<file path="config.mk">
export PLATFORM = sky130hd
export DESIGN_NAME = rkf_queue
export DESIGN_NICKNAME = d
export VERILOG_FILES = /design/src/rtl/rkf_pkg.sv /design/src/rtl/rkf_queue.sv
export SDC_FILE = /design/constraint.sdc
export NUM_CORES = 1
export LEC_CHECK = 0
export BUFFER_PORTS_ARGS = -buffer_cell sky130_fd_sc_hd__buf_4
export CAP_MARGIN = 20
export CORE_AREA = 3 3 154 156
export DETAILED_ROUTE_END_ITERATION = 7
export DIE_AREA = 0 0 157 159
export GPL_TIMING_DRIVEN = 0
export PLACE_DENSITY = 0.8
export REMOVE_ABC_BUFFERS = 1
export SLEW_MARGIN = 20
export SYNTH_ARGS = -nofsm -noshare
export SYNTH_HDL_FRONTEND = slang
export SYNTH_SLANG_ARGS = --single-unit
</file>
<file path="constraint.sdc">
create_clock -name clk -period 6.9 [get_ports clk]
set_input_delay 1.38 -clock clk [delete_from_list [all_inputs] [get_ports clk]]
set_output_delay 1.38 -clock clk [all_outputs]
set_load 0.01 [all_outputs]
</file>
<file path="src/rtl/rkf_pkg.sv">
// ----------------------------------------------------------------------------
// rkf_pkg: shared types and constants of the raster kernel filter
// Sizes, register indexes, filter modes, kernel weights and the structs that
// travel between the front end, the queue and the filter back end.
// ----------------------------------------------------------------------------
package rkf_pkg;

  // Image limits and derived widths
  localparam int MAX_WIDTH  = 1024;
  localparam int MAX_HEIGHT = 4096;
  localparam int COL_W      = $clog2(MAX_WIDTH);
  localparam int ROW_W      = $clog2(MAX_HEIGHT);
  localparam int WID_W      = COL_W + 1;
  localparam int HGT_W      = ROW_W + 1;
  localparam int PIX_W      = 8;
  localparam int BAND_W     = 8;
  localparam int LANES      = 4;
  localparam int LANE_W     = $clog2(LANES);

  // Configuration port
  localparam int CFG_IDX_W  = 2;
  localparam int CFG_DATA_W = 16;

  // Queue between front and back
  localparam int QUEUE_DEPTH = 4;
  localparam int QPTR_W      = $clog2(QUEUE_DEPTH);
  localparam int QCNT_W      = $clog2(QUEUE_DEPTH + 1);

  // Gaussian weights by ring, normalization by reciprocal multiply
  localparam int GAUSS_W4    = 4;
  localparam int GAUSS_W7    = 7;
  localparam int GAUSS_W16   = 16;
  localparam int GAUSS_W26   = 26;
  localparam int GAUSS_W41   = 41;
  localparam int GAUSS_NORM  = 273;
  localparam int GAUSS_SHIFT = 25;
  localparam int GAUSS_RECIP = (2 ** GAUSS_SHIFT + GAUSS_NORM - 1) / GAUSS_NORM;
  localparam int GSUM_W      = 17;
  localparam int PROD_W      = 34;

  // 3x3 kernels
  localparam int S3_W           = 13;
  localparam int RELIEF_BIAS    = 125;
  localparam int SHARPEN_CENTER = 9;

  typedef enum logic [1:0] {
    MODE_GAUSS   = 2'd0,
    MODE_EMBOSS  = 2'd1,
    MODE_RELIEF  = 2'd2,
    MODE_SHARPEN = 2'd3
  } rkf_mode_t;

  typedef enum logic [CFG_IDX_W-1:0] {
    CFG_FILTER_MODE  = 2'd0,
    CFG_IMAGE_WIDTH  = 2'd1,
    CFG_IMAGE_HEIGHT = 2'd2,
    CFG_BAND_COUNT   = 2'd3
  } rkf_cfg_idx_t;

  // Effective configuration seen by the front end
  typedef struct packed {
    rkf_mode_t         mode;
    logic [WID_W-1:0]  width;
    logic [HGT_W-1:0]  height;
    logic [BAND_W-1:0] bands;
  } rkf_cfg_t;

  // Classification of one item
  typedef struct packed {
    logic              emit;
    rkf_mode_t         mode;
    logic [BAND_W-1:0] band;
    logic [ROW_W-1:0]  row;
    logic [COL_W-1:0]  column;
    logic              done;
  } rkf_meta_t;

  // Queue entry: one new window column plus its tags
  typedef struct packed {
    logic [4:0][PIX_W-1:0] pix;
    rkf_meta_t             meta;
  } rkf_qent_t;

endpackage

</file>
<file path="src/rtl/rkf_queue.sv">
// ----------------------------------------------------------------------------
// rkf_queue: short item queue between front end and filter back end
// Register-based FIFO with a combinational head.
// ----------------------------------------------------------------------------
module rkf_queue
  import rkf_pkg::*;
(
  input  logic      clk,
  input  logic      rst_n,
  input  logic      push,
  input  rkf_qent_t wdata,
  output logic      full,
  input  logic      pop,
  output rkf_qent_t rdata,
  output logic      empty
);

  rkf_qent_t          mem_r [QUEUE_DEPTH];
  logic [QPTR_W-1:0]  wr_ptr_r;
  logic [QPTR_W-1:0]  rd_ptr_r;
  logic [QCNT_W-1:0]  count_r;

  always_comb begin
    full  = (count_r == QCNT_W'(QUEUE_DEPTH));
    empty = (count_r == '0);
    rdata = mem_r[rd_ptr_r];
  end

  // Store the item
  always_ff @(posedge clk) begin
    if (push) begin
      mem_r[wr_ptr_r] <= wdata;
    end
  end

  // Advance pointers and fill level
  always_ff @(posedge clk) begin
    if (!rst_n) begin
      wr_ptr_r <= '0;
      rd_ptr_r <= '0;
      count_r  <= '0;
    end else begin
      if (push) begin
        wr_ptr_r <= wr_ptr_r + QPTR_W'(1);
      end
      if (pop) begin
        rd_ptr_r <= rd_ptr_r + QPTR_W'(1);
      end
      unique case ({push, pop})
        2'b10:   count_r <= count_r + QCNT_W'(1);
        2'b01:   count_r <= count_r - QCNT_W'(1);
        default: count_r <= count_r;
      endcase
    end
  end

`ifndef SYNTH
  a_no_overflow: assert property (@(posedge clk) disable iff (!rst_n) push |-> !full)
    else $error("queue written while full");
  a_no_underflow: assert property (@(posedge clk) disable iff (!rst_n) pop |-> !empty)
    else $error("queue read while empty");
`endif

endmodule

</file>
Word level (Yosys, flattened, before mapping)
Memory sizes are Yosys's and may differ from the RTL's. A register that Yosys moved wholly into a read port is not among the register bits.
Index checks and enable logic that the tools add are counted.
{ "op_classes": {"add_sub_neg": 4, "n_mul": 0, "div": 0, "magnitude_cmp": 0, "eq_ne": 3, "n_shift": 0, "n_mux": 5, "bitwise_logic": 0, "reduce_logical": 2} }
{ "op_table": {"columns": ["cell", "n"], "rows": [
  ["one-hot mux 3 bit (2 select lines)", 1],
  ["adder 2 x 1 -> 2 bit, second input constant", 2],
  ["2-to-1 mux 2 bit", 2],
  ["adder 3 x 1 -> 3 bit, second input constant", 1],
  ["== test 3 bit, second input constant", 1],
  ["zero test 3 bit", 1],
  ["subtractor 3 x 1 -> 3 bit, second input constant", 1],
  ["== test 2 x 1 -> 1 bit, second input constant", 1],
  ["== test 2 bit, second input constant", 1],
  ["2-to-1 mux 1 bit", 2],
  ["nonzero test 2 bit", 1]
]} }
{ "totals": {"register_bits": 7, "latchBits": 0, "ram_bits": 296, "mem_bits_ro": 0, "in_bits": 78, "out_inout_bits": 76, "elab_cells": 18, "mem_count": 1} }
{ "mem_list": {"columns": ["memory", "words", "word_bits", "rd", "rd_ports_with_merged_regs", "write_ports", "line", "text"], "rows": [
  ["mem_r", 4, 74, 1, 1, 1, "rkf_queue.sv:18", "rkf_qent_t mem_r [QUEUE_DEPTH];"]
]} }

Logic depth before layout (Yosys ltp)
{ "logic_depth": {"ltp_word": 3, "mapped_depth": 7, "mapped_depth_nobuf": 7} }

Least setup slack after synthesis
Ideal clock, no wire load.
{ "synth_path": {"path_type": "input -> register", "startpoint": "in push", "endpoint": "mem mem_r[0][0] in the netlist's numbering (enable)", "setup_time_ns": 0.440, "arrival_time_ns": 3.109, "required_time_ns": 6.460, "path_slack_ns": 3.351, "stages": 1, "n_path_buf": 0, "cell_sequence": "and2_1"} }
{ "synth_via": {"elab_chain_len": 2} }
{ "synth_lines": {"columns": ["element", "line", "text"], "rows": [
  ["start: declaration", "rkf_queue.sv:10", "input logic push,"],
  ["2-to-1 mux 1 bit", "rkf_queue.sv:31", "if (push) begin"],
  ["2-to-1 mux 1 bit (implied by the code)", "rkf_queue.sv:32", "mem_r[wr_ptr_r] <= wdata;"],
  ["end: declaration", "rkf_queue.sv:18", null]
]} }
Every way passes these cells.

==> results.txt <==
CP Buf/Inv Count: 2
chip width: 157 µm
slowest stage delay, CP: 570 ps
critical path cell sequence: buf_16 -> mux4_2 -> buf_4
# DRC: 0
Pleak: 4.648 nW
hold depth: 2
peak supply drop: 0.2523 mV
Worst Path Max Fanout: 32
via count: 4985
reg2reg setup slack: 5130 ps
WHS Endpoint: wr_ptr_r[1]
Sw Ratio: 0.2048
CTS resizes: 0
diodes inserted: 0
initial DRC count: 258
per-cell routed wire length: 21.60 µm
Finished Cell Area: 13750 µm²
FF+latch count, synth: 305
PwrDens: 310.0 nW/µm²
Starting Density: 0.4946
Internal: 3.391 mW
row cnt: 55
Least-Margin Pin Slew: 576.3 ps
first-pass GRT wire length: 31640 µm
Worst slew margin: 0.6158
CP max stage cell: mux4_2
HP Class: register to register
Post-DP Area: 12720 µm²
fmax: 284.4 MHz
Core Area: 22500 µm²
Setup Crit Path Kind: register to output port
Mapped Cells: 432
CP endpoint kind: output port
Vias/cell: 5.442
crit path launch type: register
post-CTS setup buffers: 0
clock root buffer: clkbuf_16
Max-Cap Viols: 0
gpl congestion: 0.7287
Clock Latency Late Sink: 530 ps
mapped cell area: 11130 µm²
CTS Hold Buffers Added: 0
EDFF count, synth: 296
fillcell total: 1510
largest net degree at the start of global routing: 45
Clk pwr share: 0.392
gr usage total: 0.1619
die area: 24960 µm²
CP delay by family, top: multiplexers
drt first pass iters: 5
Reg-to-Reg Start: wr_ptr_r[0]
Hold Startpoint: wr_ptr_r[1]
Period Utilization, post-route: 0.5096
Die Y: 159 µm
setup_tns: 0 ps
nets: 692
worst hold slack: 563.4 ps
P&R area growth vs syn: 23.56%
CTS Buffer Depth: 3
Reg clk slew, reported paths: 60 ps
Reg power frac: 0.506
routed wire length: 19790 µm
Reg-to-Reg End: mem_r[3][49]
DP HPWL: 11980 µm
Levels on crit path: 3
Switch Pwr: 0.8735 mW
final hold vios: 0
clock sink count: 305
YS warnings: 0
R2R depth: 3
Clock Skew: 9.896 ps
Pins Over Slew Limit: 0
htree depth: 1
Boundary Pins: 154
setup violators final: 0
RSZ-0062 raised after global routing: no
total CTS buffers: 30
antenna viol nets, final: 0
port bufs: 153
Final min period: 3516 ps
sequential fraction of the synthesis area: 0.8147
ys async rst share: 0
layout cells sized above 1: 0.4469
Post-Syn Area per Cell: 25.77 µm²
CP required: 5520 ps
crit path DAT: 2140 ps
total gr overflow: 0
Comb power frac: 0.102
status: complete, no violations
Synth cell types: 21
initial antenna violation count: 0
CTS tree: done
leading register cell type out of synthesis: edfxtp_1
vias in the first global route: 5628
-- tightest hold or removal path, cell delays in order, from the launching register on --
cell,delay [ps]
dfxtp_1,330
mux2i_1,130
nor2b_1,50
-- power groups by stage --
stage	Combinational (mW)	Sequential (mW)	Clock, mW
after floorplan	0.206	2.21	0
after global placement	0.403	2.23	0
final	0.435	2.16	1.67
after CTS	0.447	2.16	1.70
after global routing	0.471	2.17	1.79
after detailed placement	0.444	2.20	0
-- metal layers --
layer,GRT usage,part of all wire,up-vias
li1,-,-,2200
met5,0,0,-
met3,0.04295,0.068,38
met2,0.2699,0.51,162
met1,0.2150,0.40,2585
met4,0.03979,0.022,0
-- cells in the mapped netlist, types with 2 or more instances --
library cell,instances,share of area
xnor2_1,2,0.0016
buf_6,7,0.0071
nand2_1,2,0.00067
inv_1,6,0.0020
dfxtp_1,9,0.016
xor2_1,3,0.0024
mux4_2,74,0.15
ha_1,5,0.0056
edfxtp_1,296,0.80
buf_2,7,0.0031
and2_1,10,0.0056
o21ai_0,2,0.00090
-- area by class of cell --
| type | instances | area (µm²) | share of cell area |
|---|---|---|---|
| clock buffers | 42 | 837.1 | 0.06086 |
| flip-flops and latches | 305 | 9076 | 0.6599 |
| clock inverters | 13 | 195.2 | 0.01419 |
| repair buffers | 160 | 1341 | 0.09753 |
| well taps | 285 | 356.6 | 0.02593 |
| multi-input cells | 105 | 1924 | 0.1399 |
| inverters | 6 | 22.52 | 0.001638 |
-- cell usage in the layout, fill, tap and decap left out, drive strengths merged --
cell type	count
clkinv	5
xor2	3
a21boi	1
clkbuf	42
ha	5
nor2b	1
or3	1
nor3	1
mux2i	1
bufinv	5
fa	1
dfxtp	9
and2	10
buf	160
xnor2	2
o21ai	2
clkinvlp	1
and3	1
mux4	74
inv	8
edfxtp	296
nand2	2
-- registers in the layout, summed over array words and instances, names as in the netlist, named ones only --
register	count
rd_ptr_r	2
count_r	3
mem_r	296
wr_ptr_r	2
-- how the worst max path moves through the flow --
stage                     end  slack (ps)
floorplan            rdata[0]        1710
global placement    rdata[71]         270
detailed placement  rdata[71]        3900
CTS                 rdata[71]        3320
global route        rdata[71]        3240
finish              rdata[71]        3380
-- per-stage QoR --
stage	cells	setup slack (ps)	util	power [mW]
floorplan	416	1706	-	2.418
global placement	854	270.1	0.5560	2.636
detailed placement	861	3901	0.5653	2.644
CTS	916	3318	0.6112	4.307
global route	916	3242	0.6112	4.425
finish	916	3384	0.6112	4.264
-- kinds of logic after synthesis --
family	count (synthesis)	synth area share
adders and majority gates	6	0.007419
buffers and inverters	22	0.01326
xor gates and xnor gates	5	0.003935
DFF	305	0.8147
and+or+nand+nor	16	0.008432
muxes	75	0.1506
AOI/OAI and AO/OA	3	0.001574
No activity file was read; power rests on OpenSTA's default activity.
