--- src/rtl/rkf_pkg.sv ---
// ----------------------------------------------------------------------------
// rkf_pkg: shared types and constants of the raster kernel filter
// Sizes, register indexes, filter modes, kernel weights and the structs that
// travel between the front end, the queue and the filter back end.
// ----------------------------------------------------------------------------
package rkf_pkg;

  // Image limits and derived widths
  localparam int MAX_WIDTH  = 1024;
  localparam int MAX_HEIGHT = 4096;
  localparam int COL_W      = $clog2(MAX_WIDTH);
  localparam int ROW_W      = $clog2(MAX_HEIGHT);
  localparam int WID_W      = COL_W + 1;
  localparam int HGT_W      = ROW_W + 1;
  localparam int PIX_W      = 8;
  localparam int BAND_W     = 8;
  localparam int LANES      = 4;
  localparam int LANE_W     = $clog2(LANES);

  // Configuration port
  localparam int CFG_IDX_W  = 2;
  localparam int CFG_DATA_W = 16;

  // Queue between front and back
  localparam int QUEUE_DEPTH = 4;
  localparam int QPTR_W      = $clog2(QUEUE_DEPTH);
  localparam int QCNT_W      = $clog2(QUEUE_DEPTH + 1);

  // Gaussian weights by ring, normalization by reciprocal multiply
  localparam int GAUSS_W4    = 4;
  localparam int GAUSS_W7    = 7;
  localparam int GAUSS_W16   = 16;
  localparam int GAUSS_W26   = 26;
  localparam int GAUSS_W41   = 41;
  localparam int GAUSS_NORM  = 273;
  localparam int GAUSS_SHIFT = 25;
  localparam int GAUSS_RECIP = (2 ** GAUSS_SHIFT + GAUSS_NORM - 1) / GAUSS_NORM;
  localparam int GSUM_W      = 17;
  localparam int PROD_W      = 34;

  // 3x3 kernels
  localparam int S3_W           = 13;
  localparam int RELIEF_BIAS    = 125;
  localparam int SHARPEN_CENTER = 9;

  typedef enum logic [1:0] {
    MODE_GAUSS   = 2'd0,
    MODE_EMBOSS  = 2'd1,
    MODE_RELIEF  = 2'd2,
    MODE_SHARPEN = 2'd3
  } rkf_mode_t;

  typedef enum logic [CFG_IDX_W-1:0] {
    CFG_FILTER_MODE  = 2'd0,
    CFG_IMAGE_WIDTH  = 2'd1,
    CFG_IMAGE_HEIGHT = 2'd2,
    CFG_BAND_COUNT   = 2'd3
  } rkf_cfg_idx_t;

  // Effective configuration seen by the front end
  typedef struct packed {
    rkf_mode_t         mode;
    logic [WID_W-1:0]  width;
    logic [HGT_W-1:0]  height;
    logic [BAND_W-1:0] bands;
  } rkf_cfg_t;

  // Classification of one item
  typedef struct packed {
    logic              emit;
    rkf_mode_t         mode;
    logic [BAND_W-1:0] band;
    logic [ROW_W-1:0]  row;
    logic [COL_W-1:0]  column;
    logic              done;
  } rkf_meta_t;

  // Queue entry: one new window column plus its tags
  typedef struct packed {
    logic [4:0][PIX_W-1:0] pix;
    rkf_meta_t             meta;
  } rkf_qent_t;

endpackage

--- src/rtl/rkf_if.sv ---


interface rkf_res_if
  import rkf_pkg::*;
();
  logic              valid;
  logic              ready;
  logic [PIX_W-1:0]  filtered_value;
  logic [BAND_W-1:0] out_band;
  logic [ROW_W-1:0]  out_row;
  logic [COL_W-1:0]  out_column;
  logic              band_done;

  modport source (output valid, output filtered_value, output out_band, output out_row,
                  output out_column, output band_done, input ready);
  modport sink (input valid, input filtered_value, input out_band, input out_row,
                input out_column, input band_done, output ready);
endinterface


--- src/rtl/rkf_back.sv ---
// ----------------------------------------------------------------------------
// rkf_back: 5x5 window and filter datapath
// Shifts each queued column into the window, then sums the kernel over four
// stages (ring sums, weighted sum, reciprocal multiply, saturate) into the
// output register. The whole pipe holds while the output is stalled.
// ----------------------------------------------------------------------------
module rkf_back
  import rkf_pkg::*;
(
  input  logic      clk,
  input  logic      rst_n,
  input  logic      q_empty,
  input  rkf_qent_t q_rdata,
  output logic      q_pop,
  rkf_res_if.source out_ch
);

  logic [4:0][4:0][PIX_W-1:0] win_r;

  logic adv;

  logic      a_valid_r;
  rkf_meta_t a_meta_r;

  logic                   b_valid_r;
  rkf_meta_t              b_meta_r;
  logic [9:0]             b_s1_r;
  logic [10:0]            b_s4_r;
  logic [9:0]             b_s7_r;
  logic [9:0]             b_s16_r;
  logic [9:0]             b_s26_r;
  logic [PIX_W-1:0]       b_s41_r;
  logic signed [S3_W-1:0] b_s3_r;

  logic                   c_valid_r;
  rkf_meta_t              c_meta_r;
  logic [GSUM_W-1:0]      c_gauss_r;
  logic signed [S3_W-1:0] c_s3_r;

  logic                   d_valid_r;
  rkf_meta_t              d_meta_r;
  logic [PROD_W-1:0]      d_prod_r;
  logic signed [S3_W-1:0] d_s3_r;

  logic              out_valid_r;
  logic [PIX_W-1:0]  out_value_r;
  logic [BAND_W-1:0] out_band_r;
  logic [ROW_W-1:0]  out_row_r;
  logic [COL_W-1:0]  out_col_r;
  logic              out_done_r;

  logic signed [S3_W-1:0] p [5][5];
  logic signed [S3_W-1:0] s3_nxt;
  logic [PIX_W-1:0]       value_nxt;

  // Hold everything while a result waits
  always_comb begin
    adv   = !out_valid_r || out_ch.ready;
    q_pop = adv && !q_empty;
  end

  // Window shift
  always_ff @(posedge clk) begin
    if (!rst_n) begin
      win_r <= '0;
    end else if (q_pop) begin
      for (int i = 0; i < 5; i++) begin
        for (int j = 0; j < 4; j++) begin
          win_r[i][j] <= win_r[i][j+1];
        end
        win_r[i][4] <= q_rdata.pix[i];
      end
    end
  end

  // Signed view of the window for the 3x3 kernels
  always_comb begin
    for (int i = 0; i < 5; i++) begin
      for (int j = 0; j < 5; j++) begin
        p[i][j] = $signed(S3_W'(win_r[i][j]));
      end
    end
    unique case (a_meta_r.mode)
      MODE_EMBOSS:
        s3_nxt = p[2][3] + p[3][2] + p[3][3] - p[1][1] - p[1][2] - p[2][1];
      MODE_RELIEF:
        s3_nxt = (p[1][1] <<< 1) - p[2][2] - p[3][3] + S3_W'(RELIEF_BIAS);
      MODE_SHARPEN:
        s3_nxt = p[3][3] * S3_W'(SHARPEN_CENTER)
               - p[2][2] - p[2][3] - p[2][4] - p[3][2]
               - p[3][4] - p[4][2] - p[4][3] - p[4][4];
      default:
        s3_nxt = '0;
    endcase
  end

  // Valid bits of the datapath stages
  always_ff @(posedge clk) begin
    if (!rst_n) begin
      a_valid_r   <= 1'b0;
      b_valid_r   <= 1'b0;
      c_valid_r   <= 1'b0;
      d_valid_r   <= 1'b0;
      out_valid_r <= 1'b0;
    end else if (adv) begin
      a_valid_r   <= q_pop;
      b_valid_r   <= a_valid_r && a_meta_r.emit;
      c_valid_r   <= b_valid_r;
      d_valid_r   <= c_valid_r;
      out_valid_r <= d_valid_r;
    end
  end

  // Saturate to a pixel
  always_comb begin
    if (d_meta_r.mode == MODE_GAUSS) begin
      value_nxt = d_prod_r[GAUSS_SHIFT +: PIX_W];
    end else if (d_s3_r < 0) begin
      value_nxt = '0;
    end else if (d_s3_r > S3_W'(255)) begin
      value_nxt = '1;
    end else begin
      value_nxt = d_s3_r[PIX_W-1:0];
    end
  end

  // Datapath stages
  always_ff @(posedge clk) begin
    if (adv) begin
      if (q_pop) begin
        a_meta_r <= q_rdata.meta;
      end
      // Ring sums of the Gaussian and the 3x3 sum
      b_meta_r <= a_meta_r;
      b_s1_r   <= 10'(win_r[0][0]) + 10'(win_r[0][4]) + 10'(win_r[4][0]) + 10'(win_r[4][4]);
      b_s4_r   <= 11'(win_r[0][1]) + 11'(win_r[0][3]) + 11'(win_r[1][0]) + 11'(win_r[1][4])
                + 11'(win_r[3][0]) + 11'(win_r[3][4]) + 11'(win_r[4][1]) + 11'(win_r[4][3]);
      b_s7_r   <= 10'(win_r[0][2]) + 10'(win_r[2][0]) + 10'(win_r[2][4]) + 10'(win_r[4][2]);
      b_s16_r  <= 10'(win_r[1][1]) + 10'(win_r[1][3]) + 10'(win_r[3][1]) + 10'(win_r[3][3]);
      b_s26_r  <= 10'(win_r[1][2]) + 10'(win_r[2][1]) + 10'(win_r[2][3]) + 10'(win_r[3][2]);
      b_s41_r  <= win_r[2][2];
      b_s3_r   <= s3_nxt;
      // Weighted Gaussian sum
      c_meta_r  <= b_meta_r;
      c_gauss_r <= GSUM_W'(b_s1_r)
                 + GSUM_W'(b_s4_r) * GSUM_W'(GAUSS_W4)
                 + GSUM_W'(b_s7_r) * GSUM_W'(GAUSS_W7)
                 + GSUM_W'(b_s16_r) * GSUM_W'(GAUSS_W16)
                 + GSUM_W'(b_s26_r) * GSUM_W'(GAUSS_W26)
                 + GSUM_W'(b_s41_r) * GSUM_W'(GAUSS_W41);
      c_s3_r    <= b_s3_r;
      // Divide by the normalization through its reciprocal
      d_meta_r <= c_meta_r;
      d_prod_r <= PROD_W'(c_gauss_r) * PROD_W'(GAUSS_RECIP);
      d_s3_r   <= c_s3_r;
      // Output register
      out_value_r <= value_nxt;
      out_band_r  <= d_meta_r.band;
      out_row_r   <= d_meta_r.row;
      out_col_r   <= d_meta_r.column;
      out_done_r  <= d_meta_r.done;
    end
  end

  always_comb begin
    out_ch.valid          = out_valid_r;
    out_ch.filtered_value = out_value_r;
    out_ch.out_band       = out_band_r;
    out_ch.out_row        = out_row_r;
    out_ch.out_column     = out_col_r;
    out_ch.band_done      = out_done_r;
  end

`ifndef SYNTH
  a_gauss_fits: assert property (@(posedge clk) disable iff (!rst_n)
    d_valid_r && (d_meta_r.mode == MODE_GAUSS) |-> (d_prod_r[PROD_W-1:GAUSS_SHIFT+PIX_W] == '0))
    else $error("gaussian quotient exceeds a pixel");
`endif

endmodule

--- src/flat_wrapper.sv ---
// flat-port wrapper written by rule: the top's interface ports become plain ports
module rkf_back_flat import rkf_pkg::*;
  (clk, rst_n, q_empty, q_rdata, q_pop, out_ch_valid, out_ch_filtered_value, out_ch_out_band, out_ch_out_row, out_ch_out_column, out_ch_band_done, out_ch_ready);
  rkf_res_if out_ch_i ();
  input  logic clk;
  input  logic rst_n;
  input  logic q_empty;
  input  rkf_qent_t q_rdata;
  output logic q_pop;
  output wire logic [$bits(out_ch_i.valid)-1:0] out_ch_valid;
  output wire logic [$bits(out_ch_i.filtered_value)-1:0] out_ch_filtered_value;
  output wire logic [$bits(out_ch_i.out_band)-1:0] out_ch_out_band;
  output wire logic [$bits(out_ch_i.out_row)-1:0] out_ch_out_row;
  output wire logic [$bits(out_ch_i.out_column)-1:0] out_ch_out_column;
  output wire logic [$bits(out_ch_i.band_done)-1:0] out_ch_band_done;
  input wire logic [$bits(out_ch_i.ready)-1:0] out_ch_ready;
  assign out_ch_valid = out_ch_i.valid;
  assign out_ch_filtered_value = out_ch_i.filtered_value;
  assign out_ch_out_band = out_ch_i.out_band;
  assign out_ch_out_row = out_ch_i.out_row;
  assign out_ch_out_column = out_ch_i.out_column;
  assign out_ch_band_done = out_ch_i.band_done;
  assign out_ch_i.ready = out_ch_ready;
  rkf_back u_core (.clk(clk), .rst_n(rst_n), .q_empty(q_empty), .q_rdata(q_rdata), .q_pop(q_pop), .out_ch(out_ch_i));
endmodule
--- config.mk ---
export PLATFORM = sky130hd
export DESIGN_NAME = rkf_back_flat
export DESIGN_NICKNAME = d
export VERILOG_FILES = /design/src/rtl/rkf_pkg.sv /design/src/rtl/rkf_if.sv /design/src/rtl/rkf_back.sv /design/src/flat_wrapper.sv
export SDC_FILE = /design/constraint.sdc
export NUM_CORES = 2
export LEC_CHECK = 0
export ABC_AREA = 1
export BUFFER_PORTS_ARGS = -buffer_cell sky130_fd_sc_hd__buf_4
export CORE_ASPECT_RATIO = 1.25
export CORE_MARGIN = 5
export CORE_UTILIZATION = 61
export DETAILED_ROUTE_END_ITERATION = 10
export PLACE_DENSITY = 0.75
export SYNTH_ARGS = -nofsm -noshare
export SYNTH_HDL_FRONTEND = slang
export SYNTH_SLANG_ARGS = --single-unit
--- constraint.sdc ---
create_clock -name clk -period 18.5 [get_ports clk]
set_input_delay 0.925 -clock clk [delete_from_list [all_inputs] [get_ports clk]]
set_output_delay 0.925 -clock clk [all_outputs]
set_load 0.02 [all_outputs]
After elaboration in Yosys (flattened, before gate mapping)
Index checks and enable logic that the tools add are counted.
- $add $sub $neg: 40
- $mul: 5
- div/mod/pow operators: 0
- $lt $le $gt $ge: 2
- equality and inequality tests: 3
- shifts and indexed selects: 0
- mux-type cells: 4
- bitwise operators: 0
- reduce and logical (&&, ||, !) cells: 7
- operators by type and width (cell ; count):
    $sub A13 B9 Y13 ; 12
    $add A10 B8 Y10 ; 8
    $add A11 B8 Y11 ; 6
    $add A8 B8 Y9 ; 6
    $pmux W13 S3 ; 1
    $add A17 B14 Y17 ; 2
    $mul A17 B17 Y33 const B ; 1
    $mux W8 ; 3
    $add A17 B13 Y17 ; 1
    $add A17 B15 Y17 ; 1
    $add A10 B13 Y14 ; 1
    $mul A10 B4 Y14 const B ; 1
    $mul A8 B6 Y14 const B ; 1
    $add A13 B8 Y13 const B ; 1
    $add A13 B9 Y13 ; 1
    $gt A13 B9 Y1 const B ; 1
    $lt A13 B1 Y1 const B ; 1
    $mul A10 B3 Y13 const B ; 1
    $mul A8 B4 Y12 const B ; 1
    $sub A9 B8 Y10 ; 1
    $eq A2 B2 Y1 const B ; 2
    $eq A2 B1 Y1 const B ; 1
    $logic_and A1 B1 Y1 ; 2
    $logic_not A1 Y1 ; 2
    3 further kinds ; 3
- flip-flop bits (word level): 525
- bits in latches: 0
- RAM bits: 0
- memory bits (read-only): 0
- input bits: 78
- output and inout port bits: 41
- logic and storage cells: 128
- memories: 0

Longest topological paths before layout
- depth after elaboration: 10
- gate-level depth with buffers: 26

Worst setup path before layout
OpenSTA, ideal clock, no wires.
- kind: input-to-reg
- start: in out_ch_ready
- end: reg u_core.b_meta_r[0] (netlist bit) (enable)
- library setup time: 614 ps
- arrival time: 6062 ps
- data required time: 17886 ps
- setup slack: 11823 ps
- stages: 2
- path through: nor2_2 inv_1
- longest elaborated chain between the ends: 1
- RTL lines (item ; RTL line ; RTL):
    start: declaration ; flat_wrapper.sv:16 ; input wire logic [$bits(out_ch_i.ready)-1:0] out_ch_ready;
    $logic_or A1 B1 Y1 ; rkf_back.sv:58 ; adv = !out_valid_r || out_ch.ready;
    end signal: assignment ; rkf_back.sv:134 ; b_meta_r <= a_meta_r;
    end: declaration ; rkf_back.sv:26 ; rkf_meta_t b_meta_r;
No other way between the ends.
A chain may end at the register's enable or synchronous reset.

Worst setup path in the final report
- start: reg u_core.b_s26_r[0]
- end: reg u_core.c_gauss_r[14], data pin
- longest elaborated chain between the ends: 3
- RTL lines (item ; RTL line ; RTL):
    start: declaration ; rkf_back.sv:31 ; logic [9:0] b_s26_r;
    start signal: assignment ; rkf_back.sv:140 ; b_s26_r <= 10'(win_r[1][2]) + 10'(win_r[2][1]) + 10'(win_r[2][3]) + 10'(win_r[3][2]);
    $mul A10 B4 Y14 ; rkf_back.sv:149 ; + GSUM_W'(b_s26_r) * GSUM_W'(GAUSS_W26)
    $add A17 B15 Y17 ; rkf_back.sv:149 ;
    $add A17 B14 Y17 ; rkf_back.sv:150 ; + GSUM_W'(b_s41_r) * GSUM_W'(GAUSS_W41);
    end signal: assignment ; rkf_back.sv:145 ; c_gauss_r <= GSUM_W'(b_s1_r)
    end: declaration ; rkf_back.sv:37 ; logic [GSUM_W-1:0] c_gauss_r;
No other way between the ends.

==> metrics <==
status=finished, final reports clean; TNS Setup=0 ns; Worst Hold Launch=u_core.b_meta_r[4]; register bit total from synthesis=500; synth warn=0; net count after synthesis=slightly above 4000; Post-synth EDFFs=295; vias in the first global route=24200; # setup viols final=0; Reg-to-Reg Start=u_core.b_s26_r[0]; P&R area growth vs syn=9.98%; Setup CP Type=register to register; Wirelength per Cell=around 19 µm; Die X=around 220 µm; multiplexer share of the synthesized area=0%; synthesized area per cell=about 9.9 µm²; post-route cell area=37000 µm²; global-route wire length before repair=about 130000 µm; r2r worst-path depth=21; initial antenna violation count=0; max cap viols=0; largest family of logic cells by synthesized area=adder cells; cell area after synthesis=33600 µm²; post-CTS sizing=0; minimum clock period=about 5.8 ns; Initial DRC Count=1504; Root Buffer=clkbuf_16; Tcrit/Tclk final=between 30 and 40%; worst r2r dst=u_core.c_gauss_r[14]; Core Util, Final=67.5%; Fill cells=4336; Synth Area in Simple Gates=under 10%; final wirelength=approximately 80000 µm; Routability Congestion=approximately 0.98; clock tree buffer depth=3; critical path launch point type=register; post-synthesis adder-cell area fraction=a little under a third; number of buffers added on ports=about 120; Fmax achieved=about 0.17 GHz; Vert. Die Dim=about 270 µm; clock-pin slew on the worst setup and hold paths=0.07 ns; Clock Latency Late Sink=roughly 0.63 ns; CP required=around 19 ns; Hold Crit Class=register to register; placed cell areas=between 30000 and 40000 µm²; total grt overflow=0; Worst Clk Skew=0.0516 ns; die area=around 60000 µm²; largest net degree at the start of global routing=around 260; row count=96; post-DP HPWL=around 63000 µm; Synth async-reset ratio=0%; endpoints failing hold=0; RSZ-0062 raised after global routing=false; final net count=around 4200; postcts setup bufs=0; register area share after synthesis=approximately 39%; vias after detailed routing=about 23000; DRT Pass-1 Iters=5; Yosys cell types=between 40 and 50; CP max FO=5; worst reg2reg setup slack=12.75 ns; Hold Crit Depth=0; Hold Crit Endpoint=u_core.c_meta_r[4]; share of cells above drive strength 1=under 10%; most common flop cell mapped by yosys=edfxtp_1; Initial Util=between 60 and 70%; Synth Instances=about 3400; Post-Place Worst Slack=between 10 and 15 ns; slew margin rel.=32.2%; Total GRT Usage=around 27%; Routed Antenna Nets=0; actual slew at the worst max-slew pin=a little over 1 ns; DRC Markers=0; XOR/XNOR share of the synthesized area=roughly 2.9%; Num Clock Sinks=500; Slew Limit Fails=0; drt via density=roughly 5.5; Num CTS Buffers=50; H-tree lvl count=2; Critical Path End Type=register; crit path DAT=between 6 and 7 ns; core area=between 50000 and 60000 µm²; hold_buf cts=0; Ant. Diodes=0; complex-gate fraction of the synthesized area=about 9.9%; # IOs=119; Setup WS post-layout=12.75 ns; TritonCTS clock tree=built
flip-flops by register name, summed over array words and instances, names as in the netlist, 12 cells and up:
name and count:
u_core.c_gauss_r 17, u_core.d_s3_r 13, u_core.out_ch.out_row 12, u_core.a_meta_r 34, u_core.p 200, u_core.b_s3_r 13
u_core.d_meta_r 33, u_core.c_meta_r 33, u_core.c_s3_r 13, u_core.b_meta_r 33
metrics by stage:
stage	std cells	hold WS, ns
2_1_floorplan	3388	0.400
3_3_place_gp	4180	0.400
3_5_place_dp	4180	0.405
4_1_cts	4271	0.412
5_1_grt	4271	0.416
6_report	4271	0.414
cell families after synthesis:
logic type	Yosys count
and+or+nand+nor	679
adders and majority gates	657
AOI/OAI and AO/OA	637
buffers and inverters	803
DFF	500
xor gates and xnor gates	112
how the worst max path moves through the flow:
stage	start	to	slack [ns]
after floorplan	out_ch_ready	u_core.b_meta_r[0]	11.82
after global placement	u_core.b_s26_r[3]	u_core.c_gauss_r[14]	12.88
after detailed placement	u_core.b_s26_r[0]	u_core.c_gauss_r[14]	12.80
after CTS	u_core.b_s26_r[2]	u_core.c_gauss_r[14]	12.77
after global routing	u_core.b_s26_r[2]	u_core.c_gauss_r[14]	12.38
final	u_core.b_s26_r[0]	u_core.c_gauss_r[14]	12.75
synthesized netlist by cell type, types with 14 or more instances:
cell,instances,area share (%)
edfxtp_1,295,26
clkbuf_1,54,0.60
xnor2_1,40,1.0
nand2_1,303,3.4
dfxtp_1,205,12
fa_1,303,18
nor2_1,220,2.5
a21oi_1,307,4.6
xor2_1,72,1.9
inv_1,734,8.2
o211ai_1,14,0.31
nand4_1,22,0.41
nand3_1,100,1.5
o21ai_0,276,4.1
ha_1,354,13
critical path, stage by stage (launching register included):
cell and delay (ns):
edfxtp_1 0.43, ha_1 0.32, ha_1 0.28, ha_1 0.26, fa_1 0.53, nand3_1 0.13, nand2_1 0.08, xnor2_1 0.15
fa_1 0.50, inv_1 0.05, fa_1 0.49, inv_1 0.05, fa_1 0.44, fa_1 0.51, inv_1 0.04, ha_1 0.34
a21oi_1 0.24, o21ai_0 0.16, o21bai_1 0.21, nand2_1 0.09, nand2_1 0.06, xor2_1 0.14
area by class of cell:
class	instances	area [µm²]	share of cell area (%)
multi-input combinational	2085	17600	47.7
sequential	500	13000	35.1
inverter	736	2770	7.50
timing repair buffer	124	943	2.55
clock buffer	56	1300	3.53
tap	735	920	2.49
clock inverter	35	434	1.17
placed cells by master, fill, tap and decap left out, types with 9 or more instances in the layout:
master       n
ha_1       354
nand4_1     22
or2_2        9
xor2_1      72
nor3_1       9
xnor2_1     40
a21oi_1    307
o211ai_1    14
inv_1      733
fa_1       303
clkinv_2     9
buf_4      123
nor2_1     220
clkbuf_16   50
nand3_1    100
edfxtp_1   295
o21ai_0    276
nand2_1    303
a21o_1      11
dfxtp_1    205
per-layer routing:
metal  GRT usage [%]  part of all wire (%)
met1            33.2                    38
met2            47.4                    51
met3            3.16                   5.0
met4            13.1                   6.0
met5               0                     0
Power is not shown: default switching activity piles up to over one toggle a cycle in this logic, so the estimate is an artifact.
